[config.mk]
export PLATFORM = sky130hd
export DESIGN_NAME = page_access_deque_top
export DESIGN_NICKNAME = d
export VERILOG_FILES = /design/src/sv/pad_pkg.sv /design/src/sv/pad_datapath.sv /design/src/sv/pad_ctrl.sv /design/src/sv/page_access_deque_top.sv
export SDC_FILE = /design/constraint.sdc
export NUM_CORES = 2
export LEC_CHECK = 0
export ABC_AREA = 1
export BUFFER_PORTS_ARGS = -buffer_cell sky130_fd_sc_hd__buf_2
export CAP_MARGIN = 20
export CORE_UTILIZATION = 30
export CTS_BUF_LIST = sky130_fd_sc_hd__clkbuf_8
export DETAILED_ROUTE_END_ITERATION = 10
export GPL_TIMING_DRIVEN = 0
export PLACE_DENSITY_LB_ADDON = 0.12
export REMOVE_ABC_BUFFERS = 1
export SYNTH_ARGS = -nofsm -noshare
export SYNTH_HDL_FRONTEND = slang
export SYNTH_SLANG_ARGS = --single-unit
[constraint.sdc]
create_clock -name aclk -period 17.76 [get_ports aclk]
set_clock_uncertainty 0.15 [all_clocks]
set_input_delay 0.888 -clock aclk [delete_from_list [all_inputs] [get_ports aclk]]
set_output_delay 0.888 -clock aclk [all_outputs]
set_load 0.02 [all_outputs]
[src/sv/pad_pkg.sv]
`timescale 1ns / 1ps

package pad_pkg;

    localparam int DEPTH_DEF = 64;

    // operation codes
    localparam logic [2:0] OP_INS_TOP  = 3'd0;
    localparam logic [2:0] OP_INS_BOT  = 3'd1;
    localparam logic [2:0] OP_REM_TOP  = 3'd2;
    localparam logic [2:0] OP_REM_BOT  = 3'd3;
    localparam logic [2:0] OP_REM_ADDR = 3'd4;
    localparam logic [2:0] OP_CLEAR    = 3'd5;

    // status codes
    localparam logic [1:0] STS_DONE      = 2'd0;
    localparam logic [1:0] STS_UNDERFLOW = 2'd1;
    localparam logic [1:0] STS_OVERFLOW  = 2'd2;
    localparam logic [1:0] STS_NOTFOUND  = 2'd3;

    typedef struct packed {
        logic [2:0]  op;
        logic [63:0] page_addr;
    } req_t;

    typedef struct packed {
        logic [63:0] top_page;
        logic [63:0] bottom_page;
        logic [6:0]  entry_count;
        logic        is_empty;
        logic [1:0]  status;
    } res_t;

    // read port address select
    typedef enum logic [1:0] {
        RD_NEXT_TOP,
        RD_NEXT_BOT,
        RD_SCAN,
        RD_SHIFT
    } rd_sel_t;

    typedef struct packed {
        logic       load;
        logic       ins_top;
        logic       ins_bot;
        logic       pop_top;
        logic       pop_bot;
        logic       clear;
        logic       cap_top;
        logic       cap_bot;
        logic       scan_start;
        logic       scan_step;
        logic       shift_step;
        logic       out_load;
        rd_sel_t    rd_sel;
        logic [1:0] status;
    } pad_cmd_t;

    typedef struct packed {
        logic [2:0] op;
        logic       empty;
        logic       full;
        logic       few;
        logic       top_hit;
        logic       bot_hit;
        logic       scan_hit;
        logic       scan_last;
        logic       shift_last;
    } pad_sts_t;

endpackage

[src/sv/pad_datapath.sv]
`timescale 1ns / 1ps

module pad_datapath #(
    parameter int DEPTH = pad_pkg::DEPTH_DEF
) (
    input  logic              aclk,
    input  logic              aresetn,
    input  pad_pkg::req_t     s_req,
    input  pad_pkg::pad_cmd_t cmd,
    output pad_pkg::pad_sts_t sts,
    output pad_pkg::res_t     res
);
    import pad_pkg::*;

    localparam int PTR_W = $clog2(DEPTH);
    localparam int CNT_W = $clog2(DEPTH + 1);
    localparam logic [CNT_W:0]   DEPTH_X  = (CNT_W + 1)'(DEPTH);
    localparam logic [CNT_W-1:0] DEPTH_C  = CNT_W'(DEPTH);
    localparam logic [PTR_W-1:0] PTR_LAST = PTR_W'(DEPTH - 1);

    // circular buffer: logical position 0 is the top, at physical head_reg
    logic [63:0] mem [DEPTH];

    logic [2:0]       op_reg;
    logic [63:0]      addr_reg;
    logic [PTR_W-1:0] head_reg;
    logic [CNT_W-1:0] cnt_reg;
    logic [63:0]      top_reg;
    logic [63:0]      bot_reg;
    logic [CNT_W-1:0] idx_reg;
    logic [63:0]      rd_data_reg;
    res_t             res_reg;

    logic [PTR_W-1:0] head_dec;
    logic [PTR_W-1:0] head_inc;
    logic [CNT_W-1:0] cnt_m2;
    logic [PTR_W-1:0] rd_addr;
    logic             wr_en;
    logic [PTR_W-1:0] wr_addr;
    logic [63:0]      wr_data;

    function automatic logic [PTR_W-1:0] phys(input logic [PTR_W-1:0] h,
                                              input logic [CNT_W-1:0] pos);
        logic [CNT_W:0] sum;
        sum = (CNT_W + 1)'(h) + (CNT_W + 1)'(pos);
        if (sum >= DEPTH_X) begin
            sum = sum - DEPTH_X;
        end
        return sum[PTR_W-1:0];
    endfunction

    assign head_dec = (head_reg == '0) ? PTR_LAST : head_reg - 1'b1;
    assign head_inc = (head_reg == PTR_LAST) ? '0 : head_reg + 1'b1;
    assign cnt_m2   = (cnt_reg >= CNT_W'(2)) ? cnt_reg - CNT_W'(2) : '0;

    always_comb begin
        case (cmd.rd_sel)
            RD_NEXT_TOP: rd_addr = phys(head_reg, CNT_W'(1));
            RD_NEXT_BOT: rd_addr = phys(head_reg, cnt_m2);
            RD_SCAN:     rd_addr = phys(head_reg, idx_reg + CNT_W'(1));
            RD_SHIFT:    rd_addr = phys(head_reg, idx_reg + CNT_W'(2));
            default:     rd_addr = phys(head_reg, CNT_W'(1));
        endcase
    end

    always_comb begin
        wr_en   = cmd.ins_top | cmd.ins_bot | cmd.shift_step;
        wr_addr = phys(head_reg, idx_reg);
        wr_data = rd_data_reg;
        if (cmd.ins_top) begin
            wr_addr = head_dec;
            wr_data = addr_reg;
        end else if (cmd.ins_bot) begin
            wr_addr = phys(head_reg, cnt_reg);
            wr_data = addr_reg;
        end
    end

    always_ff @(posedge aclk) begin
        if (wr_en) begin
            mem[wr_addr] <= wr_data;
        end
        rd_data_reg <= mem[rd_addr];
    end

    always_ff @(posedge aclk) begin
        if (!aresetn) begin
            head_reg <= '0;
            cnt_reg  <= '0;
        end else if (cmd.clear) begin
            head_reg <= '0;
            cnt_reg  <= '0;
        end else if (cmd.ins_top) begin
            head_reg <= head_dec;
            cnt_reg  <= cnt_reg + 1'b1;
        end else if (cmd.ins_bot) begin
            cnt_reg <= cnt_reg + 1'b1;
        end else if (cmd.pop_top) begin
            head_reg <= head_inc;
            cnt_reg  <= cnt_reg - 1'b1;
        end else if (cmd.pop_bot) begin
            cnt_reg <= cnt_reg - 1'b1;
        end
    end

    always_ff @(posedge aclk) begin
        if (cmd.load) begin
            op_reg   <= s_req.op;
            addr_reg <= s_req.page_addr;
        end
        if (cmd.ins_top) begin
            top_reg <= addr_reg;
            if (cnt_reg == '0) begin
                bot_reg <= addr_reg;
            end
        end else if (cmd.ins_bot) begin
            bot_reg <= addr_reg;
            if (cnt_reg == '0) begin
                top_reg <= addr_reg;
            end
        end
        if (cmd.cap_top) begin
            top_reg <= rd_data_reg;
        end
        if (cmd.cap_bot) begin
            bot_reg <= rd_data_reg;
        end
        if (cmd.scan_start) begin
            idx_reg <= CNT_W'(1);
        end else if (cmd.scan_step || cmd.shift_step) begin
            idx_reg <= idx_reg + 1'b1;
        end
        if (cmd.out_load) begin
            res_reg.top_page    <= (cnt_reg == '0) ? '1 : top_reg;
            res_reg.bottom_page <= (cnt_reg == '0) ? '1 : bot_reg;
            res_reg.entry_count <= 7'(cnt_reg);
            res_reg.is_empty    <= (cnt_reg == '0);
            res_reg.status      <= cmd.status;
        end
    end

    assign sts.op         = op_reg;
    assign sts.empty      = (cnt_reg == '0);
    assign sts.full       = (cnt_reg == DEPTH_C);
    assign sts.few        = (cnt_reg < CNT_W'(3));
    assign sts.top_hit    = (top_reg == addr_reg);
    assign sts.bot_hit    = (bot_reg == addr_reg);
    assign sts.scan_hit   = (rd_data_reg == addr_reg);
    assign sts.scan_last  = (idx_reg == cnt_m2);
    assign sts.shift_last = (idx_reg == cnt_m2);

    assign res = res_reg;

endmodule

[src/sv/pad_ctrl.sv]
`timescale 1ns / 1ps

module pad_ctrl (
    input  logic              aclk,
    input  logic              aresetn,
    input  logic              s_valid,
    output logic              s_ready,
    output logic              m_valid,
    input  logic              m_ready,
    input  pad_pkg::pad_sts_t sts,
    output pad_pkg::pad_cmd_t cmd
);
    import pad_pkg::*;

    typedef enum logic [2:0] {
        ST_IDLE,
        ST_EXEC,
        ST_CAP_TOP,
        ST_CAP_BOT,
        ST_SCAN,
        ST_SHIFT,
        ST_DONE
    } state_t;

    state_t     state_reg, state_next;
    logic       m_valid_reg, m_valid_next;
    logic [1:0] status_reg, status_next;

    always_comb begin
        state_next   = state_reg;
        status_next  = status_reg;
        m_valid_next = m_valid_reg & ~m_ready;
        cmd          = '0;
        cmd.rd_sel   = RD_NEXT_TOP;
        cmd.status   = status_reg;

        case (state_reg)
            ST_IDLE: begin
                if (s_valid) begin
                    cmd.load    = 1'b1;
                    status_next = STS_DONE;
                    state_next  = ST_EXEC;
                end
            end
            ST_EXEC: begin
                state_next = ST_DONE;
                case (sts.op)
                    OP_INS_TOP: begin
                        if (sts.full) status_next = STS_OVERFLOW;
                        else cmd.ins_top = 1'b1;
                    end
                    OP_INS_BOT: begin
                        if (sts.full) status_next = STS_OVERFLOW;
                        else cmd.ins_bot = 1'b1;
                    end
                    OP_REM_TOP: begin
                        if (sts.empty) begin
                            status_next = STS_UNDERFLOW;
                        end else begin
                            cmd.pop_top = 1'b1;
                            cmd.rd_sel  = RD_NEXT_TOP;
                            state_next  = ST_CAP_TOP;
                        end
                    end
                    OP_REM_BOT: begin
                        if (sts.empty) begin
                            status_next = STS_UNDERFLOW;
                        end else begin
                            cmd.pop_bot = 1'b1;
                            cmd.rd_sel  = RD_NEXT_BOT;
                            state_next  = ST_CAP_BOT;
                        end
                    end
                    OP_REM_ADDR: begin
                        if (sts.empty) begin
                            status_next = STS_UNDERFLOW;
                        end else if (sts.top_hit) begin
                            cmd.pop_top = 1'b1;
                            cmd.rd_sel  = RD_NEXT_TOP;
                            state_next  = ST_CAP_TOP;
                        end else if (sts.bot_hit) begin
                            cmd.pop_bot = 1'b1;
                            cmd.rd_sel  = RD_NEXT_BOT;
                            state_next  = ST_CAP_BOT;
                        end else if (sts.few) begin
                            // no middle entries to walk
                            status_next = STS_NOTFOUND;
                        end else begin
                            cmd.scan_start = 1'b1;
                            cmd.rd_sel     = RD_NEXT_TOP;
                            state_next     = ST_SCAN;
                        end
                    end
                    OP_CLEAR: begin
                        cmd.clear = 1'b1;
                    end
                    default: begin
                    end
                endcase
            end
            ST_CAP_TOP: begin
                cmd.cap_top = 1'b1;
                state_next  = ST_DONE;
            end
            ST_CAP_BOT: begin
                cmd.cap_bot = 1'b1;
                state_next  = ST_DONE;
            end
            ST_SCAN: begin
                // read of the next position is in flight every cycle
                cmd.rd_sel = RD_SCAN;
                if (sts.scan_hit) begin
                    state_next = ST_SHIFT;
                end else if (sts.scan_last) begin
                    status_next = STS_NOTFOUND;
                    state_next  = ST_DONE;
                end else begin
                    cmd.scan_step = 1'b1;
                end
            end
            ST_SHIFT: begin
                // move entry idx+1 into idx, fetch idx+2
                cmd.rd_sel     = RD_SHIFT;
                cmd.shift_step = 1'b1;
                if (sts.shift_last) begin
                    cmd.pop_bot = 1'b1;
                    state_next  = ST_DONE;
                end
            end
            ST_DONE: begin
                if (!m_valid_reg || m_ready) begin
                    cmd.out_load = 1'b1;
                    m_valid_next = 1'b1;
                    state_next   = ST_IDLE;
                end
            end
            default: begin
                state_next = ST_IDLE;
            end
        endcase
    end

    always_ff @(posedge aclk) begin
        if (!aresetn) begin
            state_reg   <= ST_IDLE;
            m_valid_reg <= 1'b0;
            status_reg  <= STS_DONE;
        end else begin
            state_reg   <= state_next;
            m_valid_reg <= m_valid_next;
            status_reg  <= status_next;
        end
    end

    assign s_ready = (state_reg == ST_IDLE);
    assign m_valid = m_valid_reg;

endmodule

[src/sv/page_access_deque_top.sv]
`timescale 1ns / 1ps

// Page access deque: an ordered store of up to DEPTH 64-bit page addresses
// with a top and a bottom end, held in a circular buffer in one memory.
// Each request carries one operation (insert top/bottom, remove top/bottom,
// remove by address, clear) and returns one result with the new top and
// bottom (all ones when empty), the count, an empty flag and a status.
// One request is processed at a time. Inserts, clear, no-ops and error cases
// go from the execute state straight to the done state, which loads the
// result register; the next request can be taken in the cycle after that.
// Remove top/bottom passes a capture state as well, since the new end entry
// is fetched through the registered memory read port. Remove by address
// checks top then bottom, then walks the middle entries one per cycle. On a
// hit it closes the gap from the hit position on, moving each later entry up
// one place, one write per cycle on the single write port. A new request is
// taken while the previous result waits at m_. A finished result waits for
// the previous one to be taken.
module page_access_deque_top #(
    parameter int DEPTH = pad_pkg::DEPTH_DEF
) (
    input  logic          aclk,
    input  logic          aresetn,
    input  logic          s_valid,
    output logic          s_ready,
    input  pad_pkg::req_t s_req,
    output logic          m_valid,
    input  logic          m_ready,
    output pad_pkg::res_t m_res
);
    import pad_pkg::*;

    pad_cmd_t cmd;
    pad_sts_t sts;

    pad_ctrl u_ctrl (
        .aclk    (aclk),
        .aresetn (aresetn),
        .s_valid (s_valid),
        .s_ready (s_ready),
        .m_valid (m_valid),
        .m_ready (m_ready),
        .sts     (sts),
        .cmd     (cmd)
    );

    pad_datapath #(
        .DEPTH (DEPTH)
    ) u_datapath (
        .aclk    (aclk),
        .aresetn (aresetn),
        .s_req   (s_req),
        .cmd     (cmd),
        .sts     (sts),
        .res     (m_res)
    );

endmodule

==> results.ini <==
[outcome]
status = finished, final reports clean

[setup_path]
cp-start-kind = flip-flop
reg2reg_from = u_datapath.addr_reg[4]
cp.arrival_ns = 10.28
ff2ff_setup_slack_ns = 8.52
cp.required_ns = 18.80
end_kind = flip-flop
crit_fanout = 36
critPathKind = flip-flop to flip-flop
crit_start = u_datapath.addr_reg[4]
reg2regPathDepth = 23

[timing]
max_freq_mhz = 108
tightest_slew_ns = 1.18
hold_viol = 0
setup_tns_ns = 0
period_minus_slack_ns = 9.24
period_share_pct = 52.0
drv_slew = 0
layout_setup_ws_ns = 8.52
setup_viol = 0
rsz0062_at_grt = no
slew_headroom_pct = 20.7

[placed_design]
dpl-instance-area_sq_um = 203000
dp_hpwl_um = 460000
gp_congestion = 0.743
pre_cts_slack_ns = 8.43
port_buffers = 210

[power]
powerDensity_nw_per_um2 = 184
comb_power_share_pct = 42.0
total_power_w = 0.0403
pwr-share-clk_pct = 22.5
p_leak_nw = 78.5
ir_drop_mv = 0.193
sequentialPowerShare_pct = 35.5
p_int_w = 0.0240
switching_share_pct = 40.3
p_sw_w = 0.0162

[finish]
fin_nets = 13366
finish.instance_area_sq_um = 219000
n_fill_cell = 56850
area_growth_pct = 20.9
largest_reg_flops = 4096
drive_above_1_share_pct = 15.6
final_core_util_pct = 36.4

[synth]
ys_ff_latch = 4519
yosysUniqueCellTypes = 49
yosysWarnings = 0
synth_cells = 12430
syn_area_per_cell_sq_um = 14.6
ys_seq_area_share_pct = 74.4
async_flop_share_pct = 0
synth_area_sq_um = 181000
synth_top_area_cell = edfxtp_1
netlist_top_cells_area = edfxtp_1, mux2i_1, o221ai_1, o21ai_0, nor2_1
ys.flop_type = edfxtp_1
synth_edf_count = 4429
yosysTopAreaCellShare_pct = 73.4

[hold_path]
min_from = s_req[31]
worstHoldPathCells = 2
min_path_type = primary input to flip-flop

[die]
initial_core_util_pct = 30.1
dieArea_sq_um = 607000
io-pin-count = 211
die_height_um = 779
std_cell_rows = 285
coreArea_sq_um = 602000
die_x_um = 779

[routing]
wl_per_cell_um = 31.5
ant_nets = 0
first_iter_violations = 11575
vias = 115268
drt_first_pass_iters = 8
vias_per_cell = 5.25
wirelength_um = 691000
drcViolationCount = 0

[flow_run]
maxCapViolations = 0

[clock_network]
clock_latency_ns = 1.41
cts_buffers = 781
cts.clk_slew.worst_paths_ns = 0.06
clock-sinks = 4519
cts_resized = 0
cts_max_level = 6
clockBufferDepth = 4
root_buffer = clkbuf_8
cts_tree = built

[global_route]
grt_overflow = 0
grtUsageTotal_pct = 22.0
grt_max_degree = 131
grt_first_pass_wirelength_um = 934000
antenna_found_initial = 31
grt_pass1_vias = 114777

[kinds of logic after synthesis]
logic type | after synthesis | synth area share (%)
AOI/OAI and AO/OA | 2730 | 9.89
xor gates and xnor gates | 119 | 0.579
adders and majority gates | 24 | 0.174
buffers and inverters | 1208 | 2.96
DFF | 4519 | 74.4
muxes | 1024 | 5.66
and+or+nand+nor | 2806 | 6.37
[worst max-delay path: stages (launching register included)]
cell,delay [ns]
edfxtp_1,0.59
xor2_1,0.28
nor2_1,0.64
nand2_1,0.14
nor2_1,0.61
nand2_1,0.41
nor2_2,0.52
nand3_2,0.16
o21ai_2,0.25
nand2_1,0.40
o211ai_1,0.40
ha_1,0.38
a21oi_1,0.26
nand2_1,0.19
a21o_1,0.21
a21oi_1,0.15
xor2_1,0.38
inv_1,0.19
nand2_8,0.58
buf_16,0.34
nand2_8,0.57
buf_16,0.44
nand2_1,0.23
nand2_1,0.15
[power by group through the flow]
stage / Sequential [W] / Clock [W] / Combinational (W)
floorplan: 0.0147 / 0 / 0.0102
global placement: 0.0152 / 0 / 0.0132
detailed placement: 0.0145 / 0 / 0.0169
CTS: 0.0143 / 0.00928 / 0.0170
global route: 0.0143 / 0.00972 / 0.0183
finish: 0.0143 / 0.00906 / 0.0169
[area by class of cell]
cell class,instances,area [sq um],share of cell area (%)
repair buffers,974,16100,7.32
clock buffers,823,11300,5.17
flip-flops and latches,4519,135000,61.5
diodes,15,37.5,0.0171
clock inverters,609,3380,1.54
well taps,8036,10100,4.59
inverters,292,1140,0.519
multi-input cells,6703,42400,19.3
[metal layers]
metal / global-route usage (%) / share of wire [%]
met3: 3.72 / 6.3
met5: 0 / 0.012
met4: 7.79 / 3.8
met2: 37.0 / 48
met1: 28.7 / 42
[metrics by stage]
step / hold slack (ns) / instances
after floorplan: 0.259 / 11514
after global placement: 0.352 / 19760
after detailed placement: 0.358 / 20421
after CTS: 0.00144 / 21955
after global routing: 0.0433 / 21961
final: 0.134 / 21971
[layout by cell type (no fill, tap or decap), types with 16 or more instances in the layout]
cell type and instances:
xnor2_1 46, dfxtp_1 90, inv_1 545, o31ai_1 126
nand4_1 20, dlygate4sd3_1 102, buf_8 21, nor2_1 1162
o21ai_0 1186, nand3_1 296, o21ai_4 64, xor2_1 70
a21oi_1 298, nand2_1 1123, buf_4 35, nand3_2 66
buf_12 398, or2_2 38, buf_16 190, buf_2 210
clkinv_2 82, edfxtp_1 4429, bufinv_16 18, inv_2 37
clkinv_1 155, mux2i_1 1024, inv_8 16, nor2_4 67
buf_6 18, clkbuf_8 823, ha_1 21, o221ai_1 1026
[cell usage after synthesis (all sizes together), types with 2 or more instances]
cell    instances
or2            38
inv           290
mux2i        1024
o211ai          5
clkinv          2
nand3         363
o21ai        1256
nor3           11
fa              2
ha             22
dfxtp          90
buf           348
nor2         1241
nand4          20
edfxtp       4429
nand2        1131
o221ai       1026
a31oi           8
a21oi         300
xor2           71
clkbuf        568
xnor2          48
o31ai         129
[final timing paths]
check                                                   to
worst max-delay path            u_datapath.rd_data_reg[20]
worst min-delay path               u_datapath.addr_reg[31]
worst max register to register  u_datapath.rd_data_reg[20]
worst min register to register       u_datapath.idx_reg[6]
[timing repair]
item                                   in CTS  in global routing
endpoints found under the hold margin      87                  0
buffers inserted                            0                  0
hold buffers                              102                  0
Power figures use the tool's default switching activity.
